<file path="src/hw/rtl/tpm_cmp.sv">
// Square tolerance window test of one stored point against the probe point.
module tpm_cmp #(
    parameter int COORD_BITS = 16
) (
    input  logic                  entry_valid,
    input  logic [COORD_BITS-1:0] entry_x,
    input  logic [COORD_BITS-1:0] entry_y,
    input  logic [COORD_BITS-1:0] probe_x,
    input  logic [COORD_BITS-1:0] probe_y,
    input  logic [15:0]           tol,
    output logic                  hit
);

    logic [COORD_BITS-1:0] dx;
    logic [COORD_BITS-1:0] dy;

    assign dx = (entry_x >= probe_x) ? (entry_x - probe_x) : (probe_x - entry_x);
    assign dy = (entry_y >= probe_y) ? (entry_y - probe_y) : (probe_y - entry_y);

    assign hit = entry_valid && (32'(dx) <= 32'(tol)) && (32'(dy) <= 32'(tol));

endmodule

</file>
<file path="config.mk">
export PLATFORM = sky130hd
export DESIGN_NAME = tpm_cmp
export DESIGN_NICKNAME = d
export VERILOG_FILES = /design/src/hw/rtl/tpm_cmp.sv
export SDC_FILE = /design/constraint.sdc
export NUM_CORES = 1
export LEC_CHECK = 0
export ABC_AREA = 1
export BUFFER_PORTS_ARGS = -buffer_cell sky130_fd_sc_hd__buf_2
export CORE_MARGIN = 5
export CORE_UTILIZATION = 50
export DETAILED_ROUTE_END_ITERATION = 8
export PLACE_DENSITY = 0.75
export SETUP_SLACK_MARGIN = 0.15
export SYNTH_ARGS = -nofsm -noshare
export SYNTH_HDL_FRONTEND = slang
export SYNTH_SLANG_ARGS = --single-unit
</file>
<file path="constraint.sdc">
create_clock -name vclk -period 7.12
set_input_delay 0.356 -clock vclk [all_inputs]
set_output_delay 0.356 -clock vclk [all_outputs]
set_load 0.1 [all_outputs]
</file>
# --- Word level (Yosys, flattened, before mapping) ---
# Index checks and enable logic that the tools add are counted.
totals:
  out_inout_bits: 1
  regBits: 0
  inputBits: 81
  elab_cells: 12
op_classes:
  magnitude_cmp: 4
  reduce_logical: 2
  addsub: 4
  mux: 2
ops:
  columns: ["operator", "count"]
  rows:
  - ["$sub 16x16->16", 4]
  - ["$ge 16x16->1", 2]
  - ["$le 16x16->1", 2]
  - ["$mux 16", 2]
  - ["$logic_and 1x1->1", 2]

# --- Depth between registers and ports, before layout ---
# Gate-level depths: netlist (run 1).
depth:
  ltp_word: 5
  ltp_mapped: 25
  depth_no_buf: 24

# --- Worst setup path before layout (run 1) ---
# No wires, ideal clock.
synth_timing:
  path_type: "input to output"
  start: "in entry_x[0]"
  end: "out hit"
  required_time_ns: 6.764
  cell_stages: 19
  slack_ns: 2.874
  path_buffers: 1
  arrival_ns: 3.890
  path_cell_list: "inv_1 > ha_1 > inv_1 > fa_1 > nand3_1 > nand3_1 > nand2_1 > nand3_1 > nand2_2 > nand3_4 > buf_12 > nand3_2 > nand2_1 > ha_1 > nand4_1 > nor3_1 > and3_1 > a21oi_1 > nor2_1"
synth_between:
  elab_chain_len: 5
  elab_cells_between_ends: 7
  classes_between: "add/sub (2); order compare (2); mux (1); reduce/logical (2)"
synth_rtl:
  columns: ["element", "line", "text"]
  rows:
  - ["from (decl)", "6", "input logic [COORD_BITS-1:0] entry_x,"]
  - ["$sub 16x16->16 / $ge 16x16->1 (equally long branches)", "17", "assign dx = (entry_x >= probe_x) ? (entry_x - probe_x) : (probe_x - entry_x);"]
  - ["$mux 16 *", "17", null]
  - ["$le 16x16->1 *", "20", "assign hit = entry_valid && (32'(dx) <= 32'(tol)) && (32'(dy) <= 32'(tol));"]
  - ["$logic_and 1x1->1 * (2 in a row)", "20", null]
  - ["to (decl)", "11", "output logic hit"]
# Mark *: on every way between the ends. The rest lies on a longest branch, timed or not.

# --- Worst setup path in the final report (run 1) ---
# Same ends and word-level chain as after synthesis.

==> flow_summary.ini, run 1 <==
[setup_path]
crit_start = entry_x[0]
worstSetupEndpointType = primary output
cp_max_fo = 12
crit_end = hit
slowest_delay_ns = 0.50
crit_buf_inv = 5
cp.required_ns = 6.76
path_cells = buf_2 > inv_1 > ha_1 > inv_1 > fa_1 > nand3_1 > nand3_1 > nand2_1 > nand3_1 > a21oi_2 > nand3_1 > nand2_1 > inv_1 > ha_1 > nand2_1 > nor3_1 > and3_1 > a21oi_1 > nor2_1 > buf_2
path_depth = 20
cp_top_family = simple AND/OR/NAND/NOR gates
cpMostUsedCell = nand3_1
arrival_ns = 3.88
criticalPathCategory = input port to primary output
worstSetupStartpointType = input port
slowest_stage = a21oi_2

[synthesis]
synthCells = 924
ys_seq_area_share_pct = 0
syn-num-nets = 1103
ys_warn_count = 0
syn_avg_cell_area_um2 = 5.39
syn-cell-area_um2 = 4980
synth.distinct_cells = 36

[sta]
rsz0062_at_grt = no
fin_crit_sh_pct = 59.4
setup_viol = 0
final.setup.worst_slack_ns = 2.89
fmax_mhz = 236
report.final.slew_viol_count = 0
period_needed_ns = 4.23
whs_ns = 1.23
tightest_slew_ns = 0.563
maxSlewHeadroom_pct = 62.1
hold_viol = 0
final.setup.tns_ns = 0

[pwr]
power_switching_share_pct = 62.1
p_int_mw = 0.191
switching_power_mw = 0.312
clkPwrFrac_pct = 0
pwr-share-comb_pct = 100.0
power_density_nw_per_um2 = 92.9
leakagePower_nw = 3.55
ir_worst_vdd_v = 0.0000367
seq_power_share_pct = 0

[placement]
gp_congestion = 0.923
place_area_um2 = 5410
post-dp-hpwl_mm = 10.8
place_ws_ns = 2.93
port_buffers = 82
post-place-cells = 1121

[route]
vias_per_cell = 4.87
vias = 5454
dr.pass1.iters = 5
ant_nets = 0
routed_wl_mm = 12.0
drc = 0
initialDrtViolationCount = 170
wl_per_cell_um = 10.7

[min_path]
hold_depth = 4
hp-class = input port to primary output
min-delay-start = entry_valid

[cells_and_area]
seqCellArea_um2 = 0
area_growth_pct = 8.72
antenna_cells = 0
final_cells = 1121
final.fill_count = 1109
layout_common_cells = nand2_1 (338), inv_1 (205), ha_1 (94)
fin_area_um2 = 5410
layout_commonest_cell = nand2_1
drive_gt1_share_pct = 11.2
nets = 1169
n_clock_buffer = 0
nFlopsAndLatches = 0

[grt]
grt_pass1_wl_mm = 20.7
track_usage_pct = 20.1
gr-total-overflow = 0
grt_max_degree = 22
first_global_vias = 5089
antenna_found_initial = 0

[flow_run]
maxCapViolations = 0

[floorplan]
fp.coreArea_um2 = 9730
die_area_um2 = 12100
start_util_pct = 51.2
die_w_um = 110
die_y_um = 110
ios = 82
num_rows = 36

[cts]
post_cts_buffers = 0
ctsHoldBuffers = 0
post_cts_resized = 0

[run_status]
status = complete, no violations
cells by family after synthesis:
family                   share of synthesized area, %
XOR/XNOR                                         4.75
buffers and inverters                            18.5
AO/OA/AOI/OAI                                    9.50
adder cells (fa/ha/maj)                          25.2
AND/OR/NAND/NOR                                  42.0
power by group through the flow:
stage	Sequential (mW)	Combinational (mW)	Clock [mW]
6_report	0	0.503	0
5_1_grt	0	0.583	0
2_1_floorplan	0	0.396	0
3_3_place_gp	0	0.495	0
3_5_place_dp	0	0.501	0
4_1_cts	0	0.504	0
cell usage after synthesis, types with 5 or more instances:
cell	count	area [um2]
a21oi_1	50	250
and2_1	5	31.3
buf_4	5	37.5
ha_1	94	1180
inv_1	205	769
nand2_1	338	1270
nand3_1	71	355
nand3_2	6	60.1
nand4_1	11	68.8
nor2_1	40	150
o21ai_0	12	60.1
o21ai_1	8	40.0
xnor2_1	12	105
xor2_1	15	131
worst min path at each step:
| stage | slack (ns) | end |
|---|---|---|
| after floorplan | 1.10 | hit |
| after detailed placement | 1.22 | hit |
| after CTS | 1.22 | hit |
| after global routing | 1.26 | hit |
| after global placement | 1.23 | hit |
| final | 1.23 | hit |
per-stage QoR:
step / utilization (%) / total power, mW
6_report: 55.6 / 0.503
5_1_grt: 55.6 / 0.583
4_1_cts: 55.6 / 0.504
3_5_place_dp: 55.6 / 0.501
3_3_place_gp: 55.6 / 0.495
2_1_floorplan: - / 0.396
final cells by class:
| cell class | count | area [um2] | area share (%) |
|---|---|---|---|
| Multi-Input combinational cell | 699 | 4060 | 75.0 |
| Timing Repair Buffer | 82 | 410 | 7.58 |
| Inverter | 207 | 777 | 14.4 |
| Tap cell | 133 | 166 | 3.07 |
metal layers:
metal	vias to the layer above	track usage [%]	wire [um]
li1	2946	-	-
met1	2371	23.4	5150
met2	115	40.3	6200
met3	22	0.470	452
met4	0	4.45	242
met5	-	0	0
Power figures use the tool's default switching activity.
==> run 2: changes to the inputs <==
==> constraint.sdc (replaced) <==
create_clock -name vclk -period 4.16
set_input_delay 0.208 -clock vclk [all_inputs]
set_output_delay 0.208 -clock vclk [all_outputs]
set_load 0.1 [all_outputs]
==> flow_summary.ini, run 2 (synthesized netlist as in run 1, its figures left out) <==
[route]
wl_met3_um = 470
top_layer_used = met4
drc = 0
vias_per_cell = 4.81
dr.pass1.iters = 5
wl_per_cell_um = 10.7
initialDrtViolationCount = 181
routed_wl_mm = 12.0
vias = 5394
dr_wl_met2_mm = 6.16
ant_nets = 0
wl_met1_mm = 5.14

[setup_path]
slowest_stage = fa_1
path_cells = buf_2 > inv_1 > ha_1 > inv_1 > fa_1 > nand3_1 > nand3_1 > nand2_1 > nand3_1 > nand2_2 > nand3_4 > nand3_2 > nand2_1 > ha_1 > nand4_1 > nor3_1 > and3_1 > a21oi_1 > nor2_1 > clkbuf_4
worstSetupStartpointType = input port
criticalPathCategory = input port to primary output
cp.required_ns = 3.95
worstSetupEndpointType = primary output
slowest_delay_ns = 0.43
cp_max_fo = 18
arrival_ns = 3.49
cpMostUsedCell = nand3_1

[cells_and_area]
layout_common_cells = nand2_1 (338), inv_1 (205), ha_1 (94)
nets = 1170
n_clock_buffer = 0
final.fill_count = 1068
fin_util_pct = 55.8
layout_commonest_cell = nand2_1
area_growth_pct = 9.07
multi_input_area_um2 = 4070
drive_gt1_share_pct = 11.3
nFlopsAndLatches = 0
seqCellArea_um2 = 0
antenna_cells = 0

[grt]
track_usage_pct = 20.2
grt_max_degree = 22
grt_pass1_wl_mm = 20.7
gr-total-overflow = 0
first_global_vias = 5040
antenna_found_initial = 0

[sta]
fmax_mhz = 270
hold_viol = 0
fin_crit_sh_pct = 89.0
whs_ns = 0.898
setup_viol = 0
final.setup.tns_ns = 0
report.final.slew_viol_count = 0
maxSlewHeadroom_pct = 63.0
tightest_slew_ns = 0.549
rsz0062_at_grt = no
period_needed_ns = 3.70

[pwr]
seq_power_share_pct = 0
switching_power_mw = 0.534
p_int_mw = 0.329
leakagePower_nw = 3.56
pwr-share-comb_pct = 100.0
ir_worst_vdd_v = 0.0000665
clkPwrFrac_pct = 0
power_switching_share_pct = 61.9
power_density_nw_per_um2 = 159

[floorplan]
start_util_pct = 51.2
die_w_um = 110
die_area_um2 = 12100
ios = 82
num_rows = 36
die_y_um = 110
fp.coreArea_um2 = 9730

[placement]
gp_congestion = 0.957
post-dp-hpwl_mm = 10.7
port_buffers = 82

[run_status]
status = complete, no violations

[min_path]
hp-class = input port to primary output

[flow_run]
maxCapViolations = 0
## run 2: cell count changes in the layout (fill, tap and decap cells not counted), sizes merged
cell | before | now
clkbuf | 0 | 1
## run 2: power groups by stage
stage | Clock [mW] | Sequential, mW | Combinational (mW)
floorplan | 0 | 0 | 0.677
global placement | 0 | 0 | 0.847
detailed placement | 0 | 0 | 0.855
CTS | 0 | 0 | 0.860
global route | 0 | 0 | 1.01
finish | 0 | 0 | 0.863
## run 2: worst paths after layout
path                        start   to  slack, ns  depth (start not counted)
worst max-delay path   entry_x[0]  hit       0.46                         20
worst min-delay path  entry_valid  hit       0.90                          4
## run 2: worst max-delay path: cells and delay by family
kind            cells  cell delay, ns
fa+ha+maj           3            0.91
buf+inv             4            0.58
compound gates      1            0.04
simple gates       12            1.76
## run 2: timing repair
action,4_1_cts,5_1_grt
gates resized for setup,0,2
endpoints found under the setup margin,0,1
hold buffers,0,0
buffers inserted,0,0
## run 2: final cells by class
class	count	share of cell area (%)
inverters	207	14.3
well taps	133	3.06
repair buffers	83	7.74
multi-input cells	699	74.9
## run 2: per-layer routing
layer | GRT usage, % | vias to the layer above
met1 | 23.7 | 2286
met2 | 39.9 | 128
li1 | - | 2960
met3 | 0.528 | 20
met5 | 0 | -
met4 | 4.81 | 0
## run 2: stage by stage
| step | std cells | setup slack (ns) | total power, mW | cell area, um2 |
|---|---|---|---|---|
| 6_report | 1122 | 0.458 | 0.863 | 5430 |
| 5_1_grt | 1122 | 0.203 | 1.01 | 5430 |
| 4_1_cts | 1122 | 0.248 | 0.860 | 5420 |
| 3_5_place_dp | 1122 | 0.262 | 0.855 | 5420 |
| 3_3_place_gp | 1122 | 0.445 | 0.847 | 5420 |
| 2_1_floorplan | 924 | 0.210 | 0.677 | 4980 |
