**config.mk**
```make
export PLATFORM = sky130hd
export DESIGN_NAME = tpm_ram
export DESIGN_NICKNAME = d
export VERILOG_FILES = /design/src/hw/rtl/tpm_ram.sv
export SDC_FILE = /design/constraint.sdc
export NUM_CORES = 1
export LEC_CHECK = 0
export BUFFER_PORTS_ARGS = -buffer_cell sky130_fd_sc_hd__buf_4
export CAP_MARGIN = 10
export CELL_PAD_IN_SITES_DETAIL_PLACEMENT = 1
export CELL_PAD_IN_SITES_GLOBAL_PLACEMENT = 1
export CORE_ASPECT_RATIO = 2
export CORE_MARGIN = 5
export CORE_UTILIZATION = 25
export CTS_CLUSTER_SIZE = 28
export DETAILED_ROUTE_END_ITERATION = 8
export GPL_TIMING_DRIVEN = 1
export PLACE_DENSITY_LB_ADDON = 0.1
export SLEW_MARGIN = 20
export SYNTH_ARGS = -nofsm -noshare
export SYNTH_HDL_FRONTEND = slang
export SYNTH_SLANG_ARGS = --single-unit
export TNS_END_PERCENT = 50
```
**constraint.sdc**
```tcl
create_clock -name clk -period 1.8 [get_ports clk]
set_clock_uncertainty 0.15 [all_clocks]
set_input_delay 0.36 -clock clk [delete_from_list [all_inputs] [get_ports clk]]
set_output_delay 0.36 -clock clk [all_outputs]
set_load 0.01 [all_outputs]
```
**src/hw/rtl/tpm_ram.sv**
```systemverilog
// Generic simple dual-port RAM with one write port and one registered read port.
module tpm_ram #(
    parameter int WIDTH = 8,
    parameter int DEPTH = 16
) (
    input  logic                     clk,
    input  logic                     we,
    input  logic [$clog2(DEPTH)-1:0] waddr,
    input  logic [WIDTH-1:0]         wdata,
    input  logic                     re,
    input  logic [$clog2(DEPTH)-1:0] raddr,
    output logic [WIDTH-1:0]         rdata
);

    logic [WIDTH-1:0] mem [DEPTH];

    always_ff @(posedge clk)
    begin
        if (we)
        begin
            mem[waddr] <= wdata;
        end
        if (re)
        begin
            rdata <= mem[raddr];
        end
    end

endmodule

```
Word-level counts from Yosys, hierarchy flattened
Memory sizes are Yosys's and may differ from the RTL's. A register that Yosys moved wholly into a read port is not among the register bits.
Index checks and enable logic that the tools add are counted.
{"block": "op_classes", "n_mux": 2}
{"operator": "$mux 1", "n": 2}
{"block": "totals", "reg_bits": 0, "mem_bits_rw": 128, "in_bits": 19, "out_inout_bits": 8, "elab_cells": 3, "mem_count": 1}
{"memory": "mem", "depth": 16, "word_bits": 8, "rd": 1, "rd_ports_with_merged_regs": 1, "wr": 1, "line_no": "15", "text": "logic [WIDTH-1:0] mem [DEPTH];"}

Depth between registers and ports, before layout
Gate-level depths: netlist (run 1).
{"block": "depth", "depth_word": 2, "ltp_mapped": 5, "mapped_depth_nobuf": 3}

Worst setup path after synthesis (run 1)
No wires, ideal clock.
{"block": "synth_path", "path_type": "input-to-reg", "start": "in waddr[2]", "end": "mem mem[0][0], enable pin", "setup_ns": 0.383, "t_arrival_ns": 1.470, "required_time_ns": 1.267, "path_slack_ns": -0.203, "stages": 2, "path_buffers": 0, "path_cell_list": "or3b_2 > nor3_1"}
{"item": "start, declared", "line_no": "8", "text": "input logic [$clog2(DEPTH)-1:0] waddr,"}
{"item": "end, declared", "line_no": "15"}
Straight into the memory's write port.

==> results_dict.tcl, run 1 <==
set metrics [dict create \
    finalSetupViolations 0 \
    rows 75 \
    cp-start-kind "flop" \
    power_frac_seq_pct 49.0 \
    power_density_mw_per_mm2 1118 \
    reg2reg_depth 3 \
    synth_top_family_by_area "multiplexers" \
    dp_slack_ps -290.9 \
    synth_simple_gate_area_share_pct 3.135 \
    io_pins 27 \
    wirelength_microns 12460 \
    timing.critical_path.arrival_ps 1660 \
    dr.first_iter.drc_count 98 \
    grtUsageTotal_pct 10.98 \
    port_buffers 26 \
    synthMuxAreaShare_pct 14.79 \
    vias 2460 \
    synth-edff-count 136 \
    gp_congestion 0.7204 \
    worstPathMaxFanout 1 \
    status "finished, final reports clean" \
    required_ps 1810 \
    synthAdderAreaFrac_pct 0 \
    route.detailed.drc 0 \
    antenna_found_initial 0 \
    synth.distinct_cells 18 \
    p_switching_mw 1.447 \
    path_class "flop to flop" \
    cap_violations 0 \
    grt_pass1_vias 2835 \
    die_area_sq_mm 0.02408 \
    nets 314 \
    cts.sinks 136 \
    maxSlewViolCount 0 \
    post_cts_resized 0 \
    holdPathStages 1 \
    endpoint_kind "flop" \
    chipWidth_microns 112.3 \
    cts_root_buffer "clkbuf_16" \
    p_leak_nw 2.196 \
    clockBufferDepth 2 \
    diodes 0 \
    fin_crit_sh_pct 91.57 \
    cts_hold_buf 0 \
    syn_avg_cell_area_sq_um 22.83 \
    drive_above_1_share_pct 33.22 \
    seq_area_sq_mm 0.004084 \
    vias_per_cell 4.271 \
    firstDrtPassIters 4 \
    grt_pass1_wl_microns 18460 \
    fin_crit_ps 1648 \
    r2r_slack_ps 150 \
    core_sq_mm 0.02083 \
    switching_share_pct 19.76 \
    cp_slowest_cell "mux4_1" \
    fillerInstances 2130 \
    worstHoldStart "re" \
    fin_util_pct 31.45 \
    setup_ws_ps 151.8 \
    rsz0062_at_grt "false" \
    numCtsBuffers 17 \
    synth_xor_area_share_pct 0 \
    overflow 0 \
    p_int_mw 5.877 \
    place_hpwl_microns 8930 \
    netlist_area_sq_mm 0.005228 \
    cts_max_level 4 \
    die_y_microns 214.5 \
    maxSlewHeadroom_pct 42.71 \
    max_stage_delay_ps 520 \
    hold_path_end "rdata[3]" \
    vdd_ir_drop_max_mv 0.5103 \
    fmax_mhz 606.7 \
    r2r_start "mem[2][5]" \
    syn_inst 229 \
    area_growth_pct 25.32 \
    multi_input_area_sq_mm 0.001062 \
    yosys_warnings 0 \
    wl_per_cell_microns 21.63 \
    postCtsSetupBuffers 0 \
    ys_ff_latch 136 \
    insertion_delay_ps 420 \
    pwr-share-clk_pct 45.8 \
    synth_ff_type "edfxtp_1" \
    ys_seq_area_share_pct 78.12 \
    start_util_pct 25.09 \
    synth.net_count 248 \
    async_flop_share_pct 0 \
    clk_pin_slew_worst_paths_ps 60 \
    crit_chain "mux4_1 -> a22oi_1 -> nand2_1" \
    cts_tree "yes" \
    comb_power_share_pct 5.2 \
    grt_start_max_net_pins 18 \
    synth_compound_area_share_pct 2.298 \
    r2r_end "rdata[5]" \
    finalHoldViolations 0 \
    ant_nets 0 \
    hold_path_class "input port to flop" \
    worstMarginPinSlew_ps 857.6 \
]
-- area by class of cell --
type                            count  share of cell area, %
Tap cell                          269                  5.138
Clock buffer                       18                  6.551
Multi-Input combinational cell     83                  16.21
Sequential cell                   136                  62.34
Timing Repair Buffer               57                  7.678
Clock inverter                     13                  2.082
-- synth_stat cells, types with 2 or more instances --
master	number	area share, %
nor3_1	4	0.38
edfxtp_1	136	78
nand2_1	9	0.65
a22oi_1	16	2.3
buf_6	3	0.65
buf_2	3	0.29
nand2b_1	2	0.24
clkdlybuf4s25_2	3	0.57
mux4_1	14	7.0
nor2_1	13	0.93
mux4_2	18	7.8
nand3b_1	2	0.29
-- cells by family (layout without fill, tap and decap cells) --
family                 after synthesis  after routing
flip-flops                         136            136
AND/OR/NAND/NOR                     35             35
multiplexers                        32             32
AO/OA/AOI/OAI                       16             16
buffers and inverters               10             88
-- critical path: cells and delay by family (launching register included) --
kind | cells | cell delay [ps]
mux | 1 | 520
flops | 1 | 370
compound gates | 1 | 260
simple gates | 1 | 100
-- layout by cell type (no fill, tap or decap), drive strengths merged --
cell type / n
a22oi: 16
and2: 1
and2b: 1
buf: 57
bufinv: 3
clkbuf: 18
clkinv: 9
clkinvlp: 1
edfxtp: 136
mux4: 32
nand2: 9
nand2b: 2
nand3: 1
nand3b: 2
nor2: 13
nor2b: 1
nor3: 4
or3b: 1
-- registers in the layout, indices dropped and copies added (netlist names) --
| register | cells |
|---|---|
| mem | 128 |
| rdata | 8 |
-- metal layers --
| layer | routed length [microns] | track usage (%) | vias to the layer above |
|---|---|---|---|
| li1 | - | - | 1109 |
| met1 | 4458 | 10.78 | 1287 |
| met2 | 7439 | 21.15 | 54 |
| met3 | 375 | 3.219 | 10 |
| met4 | 184 | 4.091 | 0 |
| met5 | 0 | 0 | - |
-- worst max path at each step --
stage                         start       end  cells past startpoint  slack, ps
final                     mem[2][5]  rdata[5]                      3        150
after global routing      mem[0][5]  rdata[5]                      3         60
after CTS                 mem[2][5]  rdata[5]                      3        130
after detailed placement   raddr[0]  rdata[4]                      6       -290
after global placement     raddr[0]  rdata[4]                      6       -290
after floorplan            raddr[0]  rdata[1]                      5          8
-- metrics by stage --
step / cells / instance area (sq um) / TNS, ps / hold slack [ps] / power (mW)
after global placement: 545 / 5986 / -2004 / 526.9 / 4.050
after global routing: 576 / 6551 / 0 / 94.52 / 7.627
after CTS: 576 / 6551 / 0 / 89.67 / 7.468
after floorplan: 229 / 5233 / 0 / 308.9 / 3.836
final: 576 / 6551 / 0 / 102.4 / 7.324
after detailed placement: 545 / 5986 / -2331 / 541.5 / 4.057
-- power groups by stage --
stage | logic [mW] | registers (mW) | clock network (mW)
finish | 0.382 | 3.59 | 3.35
floorplan | 0.180 | 3.66 | 0
CTS | 0.403 | 3.59 | 3.48
global placement | 0.398 | 3.65 | 0
detailed placement | 0.402 | 3.65 | 0
global route | 0.421 | 3.59 | 3.61
Power figures use the tool's default switching activity.
==> run 2: changes to the inputs <==
--- a/config.mk
+++ b/config.mk
@@ -9,7 +9,7 @@
 export CAP_MARGIN = 10
 export CELL_PAD_IN_SITES_DETAIL_PLACEMENT = 1
 export CELL_PAD_IN_SITES_GLOBAL_PLACEMENT = 1
-export CORE_ASPECT_RATIO = 2
+export CORE_ASPECT_RATIO = 0.5
 export CORE_MARGIN = 5
 export CORE_UTILIZATION = 25
 export CTS_CLUSTER_SIZE = 28
==> constraint.sdc (replaced) <==
create_clock -name clk -period 1.55 [get_ports clk]
set_clock_uncertainty 0.15 [all_clocks]
set_input_delay 0.31 -clock clk [delete_from_list [all_inputs] [get_ports clk]]
set_output_delay 0.31 -clock clk [all_outputs]
set_load 0.01 [all_outputs]
==> results_dict.tcl, run 2 (synthesis gave the netlist of run 1 again) <==
set metrics [dict create \
    insertion_delay_ps 420 \
    cts_root_buffer "clkbuf_16" \
    nets 330 \
    cts.sinks 136 \
    place_hpwl_microns 8761 \
    status "finished with violations" \
    r2r_start "mem[3][4]" \
    fin_util_pct 32.86 \
    grt_pass1_vias 2857 \
    maxSlewViolCount 0 \
    clk_pin_slew_worst_paths_ps 70 \
    overflow 0 \
    ant_nets 0 \
    clockBufferDepth 2 \
    fillerInstances 2072 \
    path_class "flop to flop" \
    dr_wl_met3_microns 391 \
    cp-start-kind "flop" \
    core_sq_mm 0.02055 \
    required_ps 1550 \
    firstDrtPassIters 4 \
    fmax_mhz 595.9 \
    hold_path_class "input port to flop" \
    cts_max_level 4 \
    fin_crit_sh_pct 108.3 \
    wl_met1_microns 6299 \
    route.detailed.drc 0 \
    multi_input_area_sq_mm 0.001074 \
    worstMarginPinSlew_ps 686.0 \
    port_buffers 26 \
    rsz0062_at_grt "true" \
    seq_area_sq_mm 0.004084 \
    reg_top3 "mem x128, rdata x8" \
    worstHoldStart "wdata[5]" \
    power_frac_seq_pct 46.6 \
    die_y_microns 112.3 \
    io_pins 27 \
    gp_congestion 0.7026 \
    drive_above_1_share_pct 47.53 \
    setup_ws_ps -128.1 \
    comb_power_share_pct 6.0 \
    area_growth_pct 29.22 \
    power_density_mw_per_mm2 1324 \
    vias_per_cell 4.268 \
    dr_wl_met2_microns 6024 \
    wl_per_cell_microns 21.49 \
    finalSetupViolations 7 \
    numCtsBuffers 17 \
    largest_register "mem" \
    grt_start_max_net_pins 17 \
    cap_violations 0 \
    fin_crit_ps 1678 \
    dp.cells 565 \
    finalHoldViolations 0 \
    final_cells 598 \
    grtUsageTotal_pct 11.06 \
    vdd_ir_drop_max_mv 0.6245 \
    pwr-share-clk_pct 47.4 \
    p_leak_nw 2.253 \
    start_util_pct 25.43 \
    p_int_mw 6.980 \
    rows 37 \
    wirelength_microns 12850 \
    worstPathMaxFanout 1 \
    chipWidth_microns 214.5 \
    timing.critical_path.arrival_ps 1680 \
    critPathLaunch "mem[3][4]" \
    largest_register_ffs 128 \
    antenna_found_initial 0 \
    die_area_sq_mm 0.02408 \
    final_common_cell "edfxtp_1" \
    switching_share_pct 21.94 \
    cts_hold_buf 0 \
    p_switching_mw 1.961 \
    grt_pass1_wl_microns 19170 \
    top_layer "met4" \
    violations "negative setup slack" \
    dr.first_iter.drc_count 153 \
    maxSlewHeadroom_pct 54.22 \
    cts_tree "yes" \
    layout_common_cells "136 x edfxtp_1, 65 x buf_4, 32 x mux4_2, 17 x clkbuf_16" \
    endpoint_kind "flop" \
    vias 2552 \
]
-- run 2: cell types whose count changed in the layout (fill, tap and decap cells not counted), sizes merged --
cell,change
buf,+16
inv,+8
clkinv,-6
clkbuf,-1
diode,+1
-- run 2: area by class of cell --
class                           count  share of cell area [%]
Timing Repair Buffer               73                   9.465
Multi-Input combinational cell     83                   15.89
Antenna cell                        1                 0.03704
Clock inverter                     15                   2.797
Clock buffer                       17                   6.297
Sequential cell                   136                   60.46
Tap cell                          273                   5.056
-- run 2: worst max-delay path, stage by stage (launching register included) --
cell and delay (ps):
edfxtp_1 370, mux4_2 480, a22oi_2 190, buf_4 170, nand2_2 50
-- run 2: worst paths after layout --
kind,endpoint,slack [ps],cells past startpoint
setup / recovery,rdata[4],-130,4
hold / removal,mem[11][5],50,1
setup reg to reg,rdata[4],-130,4
hold reg to reg,rdata[6],620,3
-- run 2: power groups by stage --
stage	registers, mW	logic (mW)	clock network, mW
after floorplan	4.25	0.231	0
after global placement	4.24	0.525	0
after detailed placement	4.24	0.535	0
after CTS	4.16	0.544	4.33
after global routing	4.17	0.586	4.50
final	4.16	0.537	4.24
-- run 2: routing by layer --
layer	up-vias	global-route usage (%)
li1	1134	-
met1	1372	15.14
met2	34	17.55
met3	12	2.883
met4	0	3.216
met5	-	0
-- run 2: stage by stage --
stage | setup WS (ps) | hold WS, ps | power (mW) | cell area [sq um] | TNS (ps)
2_1_floorplan | -110.4 | 258.9 | 4.476 | 5234 | -2806
3_3_place_gp | -656.2 | 466.5 | 4.764 | 6091 | -10610
3_5_place_dp | -691.7 | 487.9 | 4.777 | 6091 | -12200
4_1_cts | -147.2 | 45.42 | 9.035 | 6724 | -711.7
5_1_grt | -163.4 | 53.69 | 9.252 | 6753 | -971.1
6_report | -128.1 | 50.77 | 8.941 | 6755 | -520.2
-- run 2: repair_timing --
action,4_1_cts,5_1_grt
setup buffers,0,0
resized for setup,6,8
endpoints found under the setup margin,7,8
pin swaps,0,2
==> run 3: changes to the inputs <==
--- a/config.mk
+++ b/config.mk
@@ -5,6 +5,7 @@
 export SDC_FILE = /design/constraint.sdc
 export NUM_CORES = 1
 export LEC_CHECK = 0
+export ABC_AREA = 1
 export BUFFER_PORTS_ARGS = -buffer_cell sky130_fd_sc_hd__buf_4
 export CAP_MARGIN = 10
 export CELL_PAD_IN_SITES_DETAIL_PLACEMENT = 1
==> results_dict.tcl, run 3 <==
set metrics [dict create \
    status "finished, final reports clean" \
    fin_crit_sh_pct 95.86 \
    multi_input_area_sq_mm 0.001214 \
    gp_congestion 0.7124 \
    finalSetupViolations 0 \
    r2r_slack_ps 180 \
    crit_chain "buf_6" \
    synth_ff_type "edfxtp_1" \
    cts_max_level 4 \
    final_common_cell "nand2_1" \
    synth_top_cells_by_count "173 x nand2_1, 136 x edfxtp_1, 100 x inv_1" \
    io_pins 27 \
    overflow 0 \
    maxSlewHeadroom_pct 73.18 \
    area_growth_pct 24.72 \
    layout_common_cells "173 x nand2_1, 136 x edfxtp_1, 100 x inv_1, 97 x nand3_1, 53 x buf_4" \
    worstMarginPinSlew_ps 401.8 \
    synth_top_family_by_area "simple AND/OR/NAND/NOR gates" \
    cts_hold_buf 0 \
    endpoint_kind "output pin" \
    synthMuxAreaShare_pct 0 \
    rows 39 \
    finalHoldViolations 0 \
    clk_pin_slew_worst_paths_ps 60 \
    reg_top3 "mem x128, rdata x8" \
    hold_path_class "input port to flop" \
    syn_inst 551 \
    synthAdderAreaFrac_pct 0 \
    yosys_warnings 0 \
    fmax_mhz 673.0 \
    path_buf_inv 1 \
    fillerInstances 2552 \
    netlist_area_sq_mm 0.005847 \
    rsz0062_at_grt "false" \
    synth_xor_area_share_pct 0 \
    ant_nets 0 \
    largest_register_ffs 128 \
    seq_area_sq_mm 0.004084 \
    grt_start_max_net_pins 39 \
    reg2reg_depth 6 \
    synth_top_area_share_pct 69.85 \
    max_stage_delay_ps 440 \
    r2r_start "mem[1][1]" \
    cts.sinks 136 \
    grt_pass1_wl_microns 26260 \
    insertion_delay_ps 430 \
    chipWidth_microns 226.3 \
    synth_area_leader_cell "edfxtp_1" \
    p_leak_nw 3.083 \
    synthMostInstantiatedCell "nand2_1" \
    maxSlewViolCount 0 \
    clockBufferDepth 2 \
    core_sq_mm 0.02293 \
    hold_path_end "rdata[5]" \
    dp.cells 896 \
    vias 3887 \
    antenna_found_initial 0 \
    firstDrtPassIters 4 \
    die_y_microns 118.1 \
    grt_pass1_vias 4260 \
    grtUsageTotal_pct 13.45 \
    async_flop_share_pct 0 \
    synth-edff-count 136 \
    r2r_end "rdata[1]" \
    cts_root_buffer "clkbuf_16" \
    dr.first_iter.drc_count 206 \
    cpLargestDelayFamily "flip-flops" \
    ys_seq_area_share_pct 69.85 \
    route.detailed.drc 0 \
    nets 627 \
    power_density_mw_per_mm2 1282 \
    synth_compound_area_share_pct 0 \
    cap_violations 0 \
    finalPower_mw 9.345 \
    wl_per_cell_microns 18.23 \
    worstPathMaxFanout 1 \
    drive_above_1_share_pct 14.98 \
    vdd_ir_drop_max_mv 0.6589 \
    largest_register "mem" \
    die_area_sq_mm 0.02673 \
    synth_simple_gate_area_share_pct 20.76 \
    place_hpwl_microns 10780 \
    syn_avg_cell_area_sq_um 10.61 \
    numCtsBuffers 17 \
    cp-start-kind "flop" \
    path_class "flop to output pin" \
    required_ps 1090 \
    vias_per_cell 4.189 \
    fin_crit_ps 1486 \
    diodes 0 \
    finalSetupTns_ps 0 \
    worstHoldStart "re" \
    cp_slowest_cell "edfxtp_1" \
    port_buffers 26 \
    timing.critical_path.arrival_ps 1030 \
    synth.distinct_cells 11 \
    cts_tree "yes" \
    start_util_pct 25.49 \
    ys_ff_latch 136 \
    final_cells 928 \
    holdPathStages 1 \
    synth.net_count 570 \
    postCtsSetupBuffers 0 \
    wirelength_microns 16920 \
    ys_top_cells_by_area "edfxtp_1 70%, nand2_1 11%, nand3_1 8.3%" \
]
-- run 3: changes by cell type in the layout (fill, tap and decap cells not counted), sizes merged, moves of 2 or more --
cell | previous run | this run
clkinv | 3 | 5
mux4 | 32 | 0
nand2 | 9 | 173
a22oi | 16 | 0
buf | 73 | 62
clkinvlp | 1 | 3
nand3 | 1 | 97
nor2 | 13 | 17
nor3 | 4 | 0
bufinv | 3 | 6
nand2b | 2 | 0
inv | 8 | 102
-- run 3: cell families (layout without fill, tap and decap cells) --
family	Yosys count	after routing
flops	136	136
buf+inv	126	196
simple gates	289	289
-- run 3: layout make-up --
| cell class | count | share of cell area, % |
|---|---|---|
| repair buffers | 62 | 7.807 |
| clock buffers | 18 | 5.885 |
| well taps | 307 | 5.268 |
| multi-input cells | 289 | 16.64 |
| flip-flops and latches | 136 | 56.01 |
| inverters | 102 | 5.251 |
| clock inverters | 14 | 3.140 |
-- run 3: how the worst max path moves through the flow --
stage | cells after the start | slack [ps] | to | start
2_1_floorplan | 2 | 140 | mem[10][0] | waddr[2]
3_3_place_gp | 8 | -170 | rdata[6] | raddr[0]
3_5_place_dp | 9 | -170 | rdata[2] | raddr[0]
4_1_cts | 1 | 6 | rdata[1] | rdata[1]
5_1_grt | 1 | 2 | rdata[1] | rdata[1]
6_report | 1 | 60 | rdata[1] | rdata[1]
-- run 3: stage by stage --
stage | instance area, sq um | utilization, % | hold WS (ps) | setup slack, ps
after floorplan | 5847 | - | 258.9 | 139.2
final | 7292 | 31.79 | 57.42 | 64.21
after global routing | 7292 | 31.79 | 47.20 | 1.751
after detailed placement | 6630 | 28.91 | 509.6 | -173.1
after global placement | 6630 | 28.91 | 512.6 | -166.1
after CTS | 7288 | 31.78 | 52.10 | 5.816
-- run 3: power breakdown --
part,internal [mW],leakage (nW),switching (mW)
sequential,4.14,1.24,0.0240
combinational,0.213,1.54,0.394
clock,3.00,0.311,1.57
total,7.35,3.08,1.99
-- run 3: metal layers --
layer | share of wire, % | vias up | global-route usage [%]
li1 | - | 1893 | -
met1 | 50 | 1953 | 18.49
met2 | 47 | 30 | 21.30
met3 | 2.6 | 11 | 3.418
met4 | 0.91 | 0 | 3.605
met5 | 0 | - | 0
-- run 3: repair_timing --
action | in CTS | in global routing
endpoints found under the hold margin | 0 | 0
endpoints found under the setup margin | 0 | 1
gates resized for setup | 0 | 1
